## src/hdl/rse_pkg.sv

```systemverilog
// Shared types and constants for the record stack engine.
// No dependencies; every other file but rse_ram imports this package.
package rse_pkg;

    localparam int STACK_DEPTH    = 16;
    localparam int PAYLOAD_BITS   = 64;
    localparam int ADDR_W         = $clog2(STACK_DEPTH);
    localparam int CNT_W          = $clog2(STACK_DEPTH + 1);
    localparam int OP_W           = 3;
    localparam int ID_W           = 32;
    localparam int PORT_PAYLOAD_W = 64;
    localparam int STATUS_W       = 3;
    localparam int POS_W          = 4;

    typedef enum logic [OP_W-1:0] {
        OP_PUSH    = 3'd0,
        OP_POP     = 3'd1,
        OP_DISPLAY = 3'd2,
        OP_SEARCH  = 3'd3,
        OP_SORT    = 3'd4,
        OP_REVERSE = 3'd5
    } t_op;

    typedef enum logic [STATUS_W-1:0] {
        ST_OK        = 3'd0,
        ST_EMPTY     = 3'd1,
        ST_NOT_FOUND = 3'd2,
        ST_FULL      = 3'd3,
        ST_NOTHING   = 3'd4
    } t_status;

    // One stored record as it sits in the record memory.
    typedef struct packed {
        logic signed [ID_W-1:0]   id;
        logic [PAYLOAD_BITS-1:0]  payload;
    } t_rec;

    // Flags from the shared id comparator.
    typedef struct packed {
        logic gt;
        logic eq;
    } t_cmp;

    // One result item as it leaves the block.
    typedef struct packed {
        t_status                    status;
        logic signed [ID_W-1:0]     id;
        logic [PORT_PAYLOAD_W-1:0]  payload;
        logic [POS_W-1:0]           position;
        logic                       last;
    } t_result;

endpackage

```

## src/hdl/rse_ifs.sv

```systemverilog
// Valid/ready channel interfaces for the record stack engine.
// Depends on rse_pkg for the field widths.
interface rse_in_if;
    import rse_pkg::*;
    logic                       valid;
    logic                       ready;
    logic [OP_W-1:0]            op;
    logic signed [ID_W-1:0]     rec_id;
    logic [PORT_PAYLOAD_W-1:0]  rec_payload;

    modport source (output valid, op, rec_id, rec_payload, input ready);
    modport sink   (input valid, op, rec_id, rec_payload, output ready);
endinterface

interface rse_out_if;
    import rse_pkg::*;
    logic                       valid;
    logic                       ready;
    logic [STATUS_W-1:0]        status;
    logic signed [ID_W-1:0]     out_id;
    logic [PORT_PAYLOAD_W-1:0]  out_payload;
    logic [POS_W-1:0]           out_position;
    logic                       last;

    modport source (output valid, status, out_id, out_payload, out_position, last,
                    input ready);
    modport sink   (input valid, status, out_id, out_payload, out_position, last,
                    output ready);
endinterface

```

## src/hdl/rse_ram.sv

```systemverilog
// Generic single-write, single-read RAM with a registered read port.
// No dependencies.
module rse_ram #(
    parameter int WIDTH = 8,
    parameter int DEPTH = 16
) (
    input  logic                     i_clk,
    input  logic                     i_we,
    input  logic [$clog2(DEPTH)-1:0] i_waddr,
    input  logic [WIDTH-1:0]         i_wdata,
    input  logic [$clog2(DEPTH)-1:0] i_raddr,
    output logic [WIDTH-1:0]         o_rdata
);

    logic [WIDTH-1:0] r_mem [DEPTH];
    logic [WIDTH-1:0] r_rdata;

    always_ff @(posedge i_clk) begin
        if (i_we) begin
            r_mem[i_waddr] <= i_wdata;
        end
        r_rdata <= r_mem[i_raddr];
    end

    assign o_rdata = r_rdata;

endmodule

```

## src/hdl/rse_cmp.sv

```systemverilog
// Shared signed id comparator used by search and sort.
// Depends on rse_pkg.
module rse_cmp (
    input  logic signed [rse_pkg::ID_W-1:0] i_a,
    input  logic signed [rse_pkg::ID_W-1:0] i_b,
    output rse_pkg::t_cmp                   o_res
);
    import rse_pkg::*;

    assign o_res.gt = (i_a > i_b);
    assign o_res.eq = (i_a == i_b);

endmodule

```

## src/hdl/record_stack_engine_top.sv

```systemverilog
// Top level of the record stack engine: sequencer, record memory and output register.
// Depends on rse_pkg, rse_ifs, rse_ram and rse_cmp.
//
// The block keeps a bounded last-in first-out stack of records (signed id plus
// payload). Commands arrive on the i_in channel and results leave on o_out; a
// transfer happens on a rising edge where valid and ready are both high.
// Push, pop, search, sort and reverse each give one result; display gives one
// result per stored record, top first, with last set on the final one.
// Commands are taken one at a time: i_in.ready is high only while the sequencer
// is idle. All records live in one RAM with one read and one write port, and a
// single comparator serves search and sort. A finished result sits in the
// output register and the block may accept the next command meanwhile; when the
// receiver stalls, the sequencer holds its next result until the register is
// free. Reset empties the stack and marks the output register empty; record
// storage keeps stale data, which is never used since only entries below the
// record count are used.
module record_stack_engine_top (
    input  logic      i_clk,
    input  logic      i_rst_n,
    rse_in_if.sink    i_in,
    rse_out_if.source o_out
);
    import rse_pkg::*;

    typedef enum logic [3:0] {
        S_IDLE,
        S_EMIT,
        S_POP_WAIT,
        S_SCAN_RD,
        S_SCAN_CHK,
        S_SORT_RDI,
        S_SORT_LDI,
        S_SORT_RDJ,
        S_SORT_CMP,
        S_SORT_WBI,
        S_REV_RDA,
        S_REV_RDB,
        S_REV_SWP,
        S_REV_WRB
    } t_state;

    t_state                 r_state, n_state;
    t_op                    r_op, n_op;
    logic [CNT_W-1:0]       r_count, n_count;
    logic [ADDR_W-1:0]      r_i, n_i;
    logic [ADDR_W-1:0]      r_j, n_j;
    logic signed [ID_W-1:0] r_key, n_key;
    t_rec                   r_cur, n_cur;
    t_result                r_res, n_res;
    logic                   r_more, n_more;
    t_result                r_out, n_out;
    logic                   r_out_valid, n_out_valid;

    logic                   in_acc;
    logic                   out_free;
    logic                   last_i;
    logic                   ram_we;
    logic [ADDR_W-1:0]      ram_waddr;
    t_rec                   ram_wdata;
    logic [ADDR_W-1:0]      ram_raddr;
    t_rec                   rd_rec;
    logic signed [ID_W-1:0] cmp_a;
    t_cmp                   cmp_res;

    // Storage slot of the record at depth d from the top.
    function automatic logic [ADDR_W-1:0] slot_of(input logic [CNT_W-1:0] cnt,
                                                  input logic [ADDR_W-1:0] d);
        return ADDR_W'(cnt - CNT_W'(1) - CNT_W'(d));
    endfunction

    function automatic t_result res_rec(input t_status s, input t_rec rec,
                                        input logic [ADDR_W-1:0] d, input logic lst);
        t_result r;
        r.status   = s;
        r.id       = rec.id;
        r.payload  = PORT_PAYLOAD_W'(rec.payload);
        r.position = POS_W'(d);
        r.last     = lst;
        return r;
    endfunction

    function automatic t_result res_none(input t_status s);
        t_result r;
        r.status   = s;
        r.id       = '0;
        r.payload  = '0;
        r.position = '0;
        r.last     = 1'b1;
        return r;
    endfunction

    rse_ram #(
        .WIDTH ($bits(t_rec)),
        .DEPTH (STACK_DEPTH)
    ) u_ram (
        .i_clk   (i_clk),
        .i_we    (ram_we),
        .i_waddr (ram_waddr),
        .i_wdata (ram_wdata),
        .i_raddr (ram_raddr),
        .o_rdata (rd_rec)
    );

    // Sort compares the held record against the one just read; search compares
    // the sought id against it.
    assign cmp_a = (r_state == S_SORT_CMP) ? r_cur.id : r_key;

    rse_cmp u_cmp (
        .i_a   (cmp_a),
        .i_b   (rd_rec.id),
        .o_res (cmp_res)
    );

    assign i_in.ready = (r_state == S_IDLE);
    assign in_acc     = i_in.valid && (r_state == S_IDLE);
    assign out_free   = !r_out_valid || o_out.ready;
    assign last_i     = ((CNT_W'(r_i) + CNT_W'(1)) == r_count);

    assign o_out.valid        = r_out_valid;
    assign o_out.status       = r_out.status;
    assign o_out.out_id       = r_out.id;
    assign o_out.out_payload  = r_out.payload;
    assign o_out.out_position = r_out.position;
    assign o_out.last         = r_out.last;

    always_comb begin
        n_state     = r_state;
        n_op        = r_op;
        n_count     = r_count;
        n_i         = r_i;
        n_j         = r_j;
        n_key       = r_key;
        n_cur       = r_cur;
        n_res       = r_res;
        n_more      = r_more;
        n_out       = r_out;
        n_out_valid = r_out_valid;
        ram_we      = 1'b0;
        ram_waddr   = slot_of(r_count, r_i);
        ram_wdata   = r_cur;
        ram_raddr   = slot_of(r_count, r_i);

        if (r_out_valid && o_out.ready) begin
            n_out_valid = 1'b0;
        end

        case (r_state)
            S_IDLE: begin
                if (in_acc) begin
                    n_op    = t_op'(i_in.op);
                    n_key   = i_in.rec_id;
                    n_i     = '0;
                    n_more  = 1'b0;
                    n_res   = res_none(ST_NOTHING);
                    n_state = S_EMIT;
                    ram_raddr = ADDR_W'(r_count - CNT_W'(1));
                    case (t_op'(i_in.op))
                        OP_PUSH: begin
                            if (r_count == CNT_W'(STACK_DEPTH)) begin
                                n_res = res_none(ST_FULL);
                            end else begin
                                ram_we            = 1'b1;
                                ram_waddr         = ADDR_W'(r_count);
                                ram_wdata.id      = i_in.rec_id;
                                ram_wdata.payload = i_in.rec_payload[PAYLOAD_BITS-1:0];
                                n_count           = r_count + CNT_W'(1);
                                n_res = res_rec(ST_OK, ram_wdata, '0, 1'b1);
                            end
                        end
                        OP_POP: begin
                            if (r_count == '0) begin
                                n_res = res_none(ST_EMPTY);
                            end else begin
                                n_count = r_count - CNT_W'(1);
                                n_state = S_POP_WAIT;
                            end
                        end
                        OP_DISPLAY, OP_SEARCH: begin
                            if (r_count == '0) begin
                                n_res = res_none(ST_EMPTY);
                            end else begin
                                n_state = S_SCAN_RD;
                            end
                        end
                        OP_SORT: begin
                            if (r_count >= CNT_W'(2)) begin
                                n_state = S_SORT_RDI;
                            end
                        end
                        OP_REVERSE: begin
                            if (r_count >= CNT_W'(2)) begin
                                n_state = S_REV_RDA;
                            end
                        end
                        default: begin
                            n_res = res_none(ST_NOTHING);
                        end
                    endcase
                end
            end
            S_EMIT: begin
                if (out_free) begin
                    n_out_valid = 1'b1;
                    n_out       = r_res;
                    if (r_more) begin
                        n_i     = r_i + ADDR_W'(1);
                        n_more  = 1'b0;
                        n_state = S_SCAN_RD;
                    end else begin
                        n_state = S_IDLE;
                    end
                end
            end
            S_POP_WAIT: begin
                n_res   = res_rec(ST_OK, rd_rec, '0, 1'b1);
                n_state = S_EMIT;
            end
            S_SCAN_RD: begin
                ram_raddr = slot_of(r_count, r_i);
                n_state   = S_SCAN_CHK;
            end
            S_SCAN_CHK: begin
                if (r_op == OP_DISPLAY) begin
                    n_res   = res_rec(ST_OK, rd_rec, r_i, last_i);
                    n_more  = !last_i;
                    n_state = S_EMIT;
                end else if (cmp_res.eq) begin
                    n_res   = res_rec(ST_OK, rd_rec, r_i, 1'b1);
                    n_state = S_EMIT;
                end else if (last_i) begin
                    n_res   = res_none(ST_NOT_FOUND);
                    n_state = S_EMIT;
                end else begin
                    n_i     = r_i + ADDR_W'(1);
                    n_state = S_SCAN_RD;
                end
            end
            S_SORT_RDI: begin
                ram_raddr = slot_of(r_count, r_i);
                n_state   = S_SORT_LDI;
            end
            S_SORT_LDI: begin
                n_cur   = rd_rec;
                n_j     = r_i + ADDR_W'(1);
                n_state = S_SORT_RDJ;
            end
            S_SORT_RDJ: begin
                ram_raddr = slot_of(r_count, r_j);
                n_state   = S_SORT_CMP;
            end
            S_SORT_CMP: begin
                // A smaller id below the held record: the held record moves
                // down to depth j and the smaller one is carried on.
                if (cmp_res.gt) begin
                    ram_we    = 1'b1;
                    ram_waddr = slot_of(r_count, r_j);
                    ram_wdata = r_cur;
                    n_cur     = rd_rec;
                end
                if ((CNT_W'(r_j) + CNT_W'(1)) == r_count) begin
                    n_state = S_SORT_WBI;
                end else begin
                    n_j     = r_j + ADDR_W'(1);
                    n_state = S_SORT_RDJ;
                end
            end
            S_SORT_WBI: begin
                ram_we    = 1'b1;
                ram_waddr = slot_of(r_count, r_i);
                ram_wdata = r_cur;
                if ((CNT_W'(r_i) + CNT_W'(2)) == r_count) begin
                    n_res   = res_none(ST_OK);
                    n_state = S_EMIT;
                end else begin
                    n_i     = r_i + ADDR_W'(1);
                    n_state = S_SORT_RDI;
                end
            end
            S_REV_RDA: begin
                ram_raddr = r_i;
                n_state   = S_REV_RDB;
            end
            S_REV_RDB: begin
                ram_raddr = slot_of(r_count, r_i);
                n_cur     = rd_rec;
                n_state   = S_REV_SWP;
            end
            S_REV_SWP: begin
                ram_we    = 1'b1;
                ram_waddr = r_i;
                ram_wdata = rd_rec;
                n_state   = S_REV_WRB;
            end
            S_REV_WRB: begin
                ram_we    = 1'b1;
                ram_waddr = slot_of(r_count, r_i);
                ram_wdata = r_cur;
                if ((CNT_W'(r_i) + CNT_W'(1)) == (r_count >> 1)) begin
                    n_res   = res_none(ST_OK);
                    n_state = S_EMIT;
                end else begin
                    n_i     = r_i + ADDR_W'(1);
                    n_state = S_REV_RDA;
                end
            end
            default: begin
                n_state = S_IDLE;
            end
        endcase
    end

    always_ff @(posedge i_clk) begin
        if (!i_rst_n) begin
            r_state     <= S_IDLE;
            r_count     <= '0;
            r_more      <= 1'b0;
            r_out_valid <= 1'b0;
        end else begin
            r_state     <= n_state;
            r_count     <= n_count;
            r_more      <= n_more;
            r_out_valid <= n_out_valid;
        end
        r_op  <= n_op;
        r_i   <= n_i;
        r_j   <= n_j;
        r_key <= n_key;
        r_cur <= n_cur;
        r_res <= n_res;
        r_out <= n_out;
    end

`ifndef ASSERT_OFF
    // The record count never passes the stack depth.
    a_count_bound: assert property (@(posedge i_clk) disable iff (!i_rst_n)
        r_count <= CNT_W'(STACK_DEPTH))
        else $error("record count exceeds stack depth");

    // A push into a stack with room grows the count by one.
    a_push_grows: assert property (@(posedge i_clk) disable iff (!i_rst_n)
        in_acc && (t_op'(i_in.op) == OP_PUSH) && (r_count < CNT_W'(STACK_DEPTH))
        |=> r_count == $past(r_count) + CNT_W'(1))
        else $error("push did not grow the stack");

    // While idle, the memory is written only by an accepted push.
    a_idle_write: assert property (@(posedge i_clk) disable iff (!i_rst_n)
        ram_we && (r_state == S_IDLE) |-> in_acc)
        else $error("memory written while idle without a push");

    // Sort and reverse move records around without changing their number.
    a_reorder_count: assert property (@(posedge i_clk) disable iff (!i_rst_n)
        (r_state == S_SORT_CMP) || (r_state == S_REV_SWP) |-> $stable(r_count))
        else $error("record count changed during reordering");
`endif

endmodule

```

## src/flat_wrapper.sv

```systemverilog
// flat-port wrapper written by rule: the top's interface ports become plain ports
module record_stack_engine_top_flat import rse_pkg::*;
  (i_clk, i_rst_n, i_in_valid, i_in_op, i_in_rec_id, i_in_rec_payload, i_in_ready, o_out_valid, o_out_status, o_out_out_id, o_out_out_payload, o_out_out_position, o_out_last, o_out_ready);
  rse_in_if i_in_i ();
  rse_out_if o_out_i ();
  input  logic i_clk;
  input  logic i_rst_n;
  input wire logic [$bits(i_in_i.valid)-1:0] i_in_valid;
  input wire logic [$bits(i_in_i.op)-1:0] i_in_op;
  input wire logic [$bits(i_in_i.rec_id)-1:0] i_in_rec_id;
  input wire logic [$bits(i_in_i.rec_payload)-1:0] i_in_rec_payload;
  output wire logic [$bits(i_in_i.ready)-1:0] i_in_ready;
  output wire logic [$bits(o_out_i.valid)-1:0] o_out_valid;
  output wire logic [$bits(o_out_i.status)-1:0] o_out_status;
  output wire logic [$bits(o_out_i.out_id)-1:0] o_out_out_id;
  output wire logic [$bits(o_out_i.out_payload)-1:0] o_out_out_payload;
  output wire logic [$bits(o_out_i.out_position)-1:0] o_out_out_position;
  output wire logic [$bits(o_out_i.last)-1:0] o_out_last;
  input wire logic [$bits(o_out_i.ready)-1:0] o_out_ready;
  assign i_in_i.valid = i_in_valid;
  assign i_in_i.op = i_in_op;
  assign i_in_i.rec_id = i_in_rec_id;
  assign i_in_i.rec_payload = i_in_rec_payload;
  assign i_in_ready = i_in_i.ready;
  assign o_out_valid = o_out_i.valid;
  assign o_out_status = o_out_i.status;
  assign o_out_out_id = o_out_i.out_id;
  assign o_out_out_payload = o_out_i.out_payload;
  assign o_out_out_position = o_out_i.out_position;
  assign o_out_last = o_out_i.last;
  assign o_out_i.ready = o_out_ready;
  record_stack_engine_top u_core (.i_clk(i_clk), .i_rst_n(i_rst_n), .i_in(i_in_i), .o_out(o_out_i));
endmodule
```

## config.mk

```make
export PLATFORM = sky130hd
export DESIGN_NAME = record_stack_engine_top_flat
export DESIGN_NICKNAME = d
export VERILOG_FILES = /design/src/hdl/rse_pkg.sv /design/src/hdl/rse_ifs.sv /design/src/hdl/rse_ram.sv /design/src/hdl/rse_cmp.sv /design/src/hdl/record_stack_engine_top.sv /design/src/flat_wrapper.sv
export SDC_FILE = /design/constraint.sdc
export NUM_CORES = 2
export LEC_CHECK = 0
export ABC_CLOCK_PERIOD_IN_PS = 36300
export BUFFER_PORTS_ARGS = -buffer_cell sky130_fd_sc_hd__buf_4
export CORE_MARGIN = 2
export CORE_UTILIZATION = 45
export DETAILED_ROUTE_END_ITERATION = 16
export PLACE_DENSITY = 0.62
export SYNTH_ARGS = -nofsm -noshare
export SYNTH_HDL_FRONTEND = slang
export SYNTH_SLANG_ARGS = --single-unit
```

## constraint.sdc

```tcl
create_clock -name i_clk -period 36.3 [get_ports i_clk]
set_input_delay 3.63 -clock i_clk [delete_from_list [all_inputs] [get_ports i_clk]]
set_output_delay 3.63 -clock i_clk [all_outputs]
set_load 0.01 [all_outputs]
```

==> results.json <==
{
  "status": "finished, final reports clean",
  "synthFlopType": "edfxtp_1",
  "std_cell_rows": 152,
  "start_util_pct": 45.4,
  "cts_buffers": 201,
  "die_y_um": 421,
  "io_pins": 209,
  "ant_nets": 0,
  "tns_ns": 0,
  "finalHoldViolCount": 0,
  "drc": 0,
  "path_common_cell": "buf_4",
  "p_leak_nw": 31.9,
  "mostFrequentLayoutCells": "edfxtp_1 (1883), mux2i_1 (773), a22oi_1 (386), buf_4 (293), nand2_1 (271)",
  "antenna_found_initial": 6,
  "first_pass_iters": 9,
  "n_fill_cell": 14000,
  "synth_top_area_share_pct": 72.4,
  "utilization_pct": 51.3,
  "floorplan.die_area_mm2": 0.177,
  "synth.ff_latch_count": 1990,
  "vias_per_cell": 5.81,
  "finClkSkew_ns": 0.0788,
  "setup_ws_ns": 27.72,
  "critPathMaxFanout": 54,
  "seq_area_frac_synth_pct": 75.2,
  "syn_area_mm2": 0.0781,
  "cp-startpoint": "i_in_op[0]",
  "p_total_mw": 5.55,
  "r2r_cells": 17,
  "timing.final.crit_period_ns": 8.58,
  "post_cts_resize_count": 0,
  "synth_area_leaders": "edfxtp_1 (72%), mux2i_1 (9.9%), a22oi_1 (3.7%)",
  "start_kind": "primary input",
  "drt_first_iter_violations": 5130,
  "postCtsSetupBuffers": 0,
  "core_area_mm2": 0.172,
  "r2r_slack_ns": 28.43,
  "cts_hold_buffers": 0,
  "multi_input_area_mm2": 0.0173,
  "grt_pass1_vias": 42100,
  "dpl_worst_slack_ns": 27.03,
  "powerDensity_mw_per_mm2": 62.9,
  "fp.dieW_um": 421,
  "mostFrequentLayoutCell": "edfxtp_1",
  "timing.rr.end": "u_core.u_ram.r_mem[4][83]",
  "vias": 42200,
  "port-buffer-count": 208,
  "r2r_start": "u_core.r_state[1]",
  "drv_slew": 0,
  "cts_tree": "yes",
  "worst_pin_slew_ns": 1.25,
  "synth_top_area_cell": "edfxtp_1",
  "htreeDepth": 4,
  "synth_edf_count": 1883,
  "crit_arrival_ns": 9.01,
  "slew_headroom_pct": 16.5,
  "synth_nets": 4701,
  "drt_wl_total_um": 197000,
  "yosysWarnings": 0,
  "hp-class": "reg2reg",
  "cts.sinks": 1990,
  "cpPeakStageDelay_ns": 0.96,
  "cts-root-buf": "clkbuf_16",
  "drv_cap": 0,
  "synthArstFlopShare_pct": 0,
  "worstSetupEndpointType": "register",
  "avgRoutedWirePerCell_um": 27.1,
  "critical_path.cell_chain": "buf_4 > nor3_1 > and4_4 > buf_4 > mux2_2 > nor2_1 > a21boi_0 > o211ai_1 > nor4_2 > buf_4 > buf_4",
  "critPathCapture": "u_core.u_ram.r_mem[4][83]",
  "clock_latency_ns": 0.87,
  "critical_path_required_ns": 36.72,
  "fin_crit_sh_pct": 23.6,
  "cts_buffer_depth": 3,
  "max_freq_ghz": 0.117,
  "grt_first_pass_wirelength_um": 285000,
  "syn2layout_area_growth_pct": 13.0,
  "rsz0062_at_grt": "no",
  "grt-ovfl-total": 0,
  "fin_nets": 4925,
  "gp_congestion": 0.817,
  "setup_viol": 0,
  "hpwl_um": 106000,
  "synth.distinct_cells": 85,
  "seq_area_mm2": 0.0587,
  "crit_type": "in2reg",
  "irDropWorstVdd_uv": 58.8,
  "cpMaxStageDelayCell": "buf_4",
  "grtUsageTotal_pct": 21.9,
  "syn-instance-count": 4552,
  "cts.reportedPaths.clkPinSlew_ns": 0.06,
  "grt_max_degree": 146,
  "drive_above_1_share_pct": 12.8,
  "avgSynthCellArea_um2": 17.2
}
## flip-flops by register name, summed over array words and instances, names as in the netlist, 5 cells and up
| name | cells |
|---|---|
| u_core.u_ram.o_rdata | 96 |
| u_core.u_ram.r_mem | 1536 |
| u_core.r_cur | 96 |
| u_core.r_count | 5 |
| u_core.o_out.out_payload | 64 |
| u_core.o_out.out_id | 32 |
| u_core.r_key | 32 |
| u_core.r_res | 104 |
## how the worst min path moves through the flow
stage                      startpoint                            to  slack (ns)  cells after the start
floorplan             u_core.r_res[0]             u_core.o_out.last        0.40                      0
global placement    u_core.r_res[103]        u_core.o_out.status[2]        0.40                      0
detailed placement   u_core.r_res[96]       u_core.o_out.out_id[27]        0.40                      0
CTS                  u_core.r_res[16]  u_core.o_out.out_payload[11]        0.37                      0
global route         u_core.r_res[16]  u_core.o_out.out_payload[11]        0.39                      0
finish               u_core.r_res[16]  u_core.o_out.out_payload[11]        0.37                      0
## where the power goes
group | internal (mW) | leakage, nW | total (mW) | switching (mW)
logic | 0.282 | 10.7 | 0.799 | 0.517
clock network | 1.16 | 3.19 | 2.04 | 0.881
registers | 2.62 | 18.0 | 2.71 | 0.0867
total | 4.06 | 31.9 | 5.55 | 1.48
## synth_stat cells, drive strengths merged (7+ instances only)
library cell	n
edfxtp	1883
mux2i	773
a22oi	387
nand2	272
a21oi	224
buf	175
inv	118
dfxtp	107
clkbuf	103
a22o	73
a222oi	71
ha	44
nor2	44
a32o	26
a32oi	26
o21ai	21
nor4	18
xnor2	18
nand3	16
nor3	14
xor2	10
nand4	9
a21boi	8
o211ai	7
## cell type report
cell class                      count  area share, %
Sequential cell                  1990           66.5
Multi-Input combinational cell   2165           19.6
Clock buffer                      277           6.24
Tap cell                         2310           3.28
Timing Repair Buffer              299           2.63
Clock inverter                    103           1.21
Inverter                          119          0.510
Antenna cell                        2        0.00567
## logic make-up after synthesis
group	synth area share (%)
fa+ha+maj	0.756
simple gates	2.43
mux	9.92
flops	75.2
compound gates	8.37
xor+xnor	0.426
buf+inv	2.93
## worst max-delay path, delay by kind of cell
family | cells | cell delay (ns)
AOI/OAI and AO/OA | 2 | 0.55
and+or+nand+nor | 4 | 1.57
buffers and inverters | 4 | 2.76
muxes | 1 | 0.31
## layer usage
metal  global-route usage (%)  wire length [µm]  part of all wire, %
met1                     30.0             83900                   43
met2                     36.5             96700                   49
met3                     3.21             11700                  5.9
met4                     6.41              4860                  2.5
met5                        0                29                0.015
## per-stage QoR
stage                     cells  hold slack [ns]  instance area (µm²)
after detailed placement   6883            0.405                81700
after global routing       7263            0.393                88200
after floorplan            4552            0.400                78100
final                      7265            0.374                88200
after global placement     6883            0.401                81700
after CTS                  7263            0.370                88200
(Power assumes the default switching activity.)
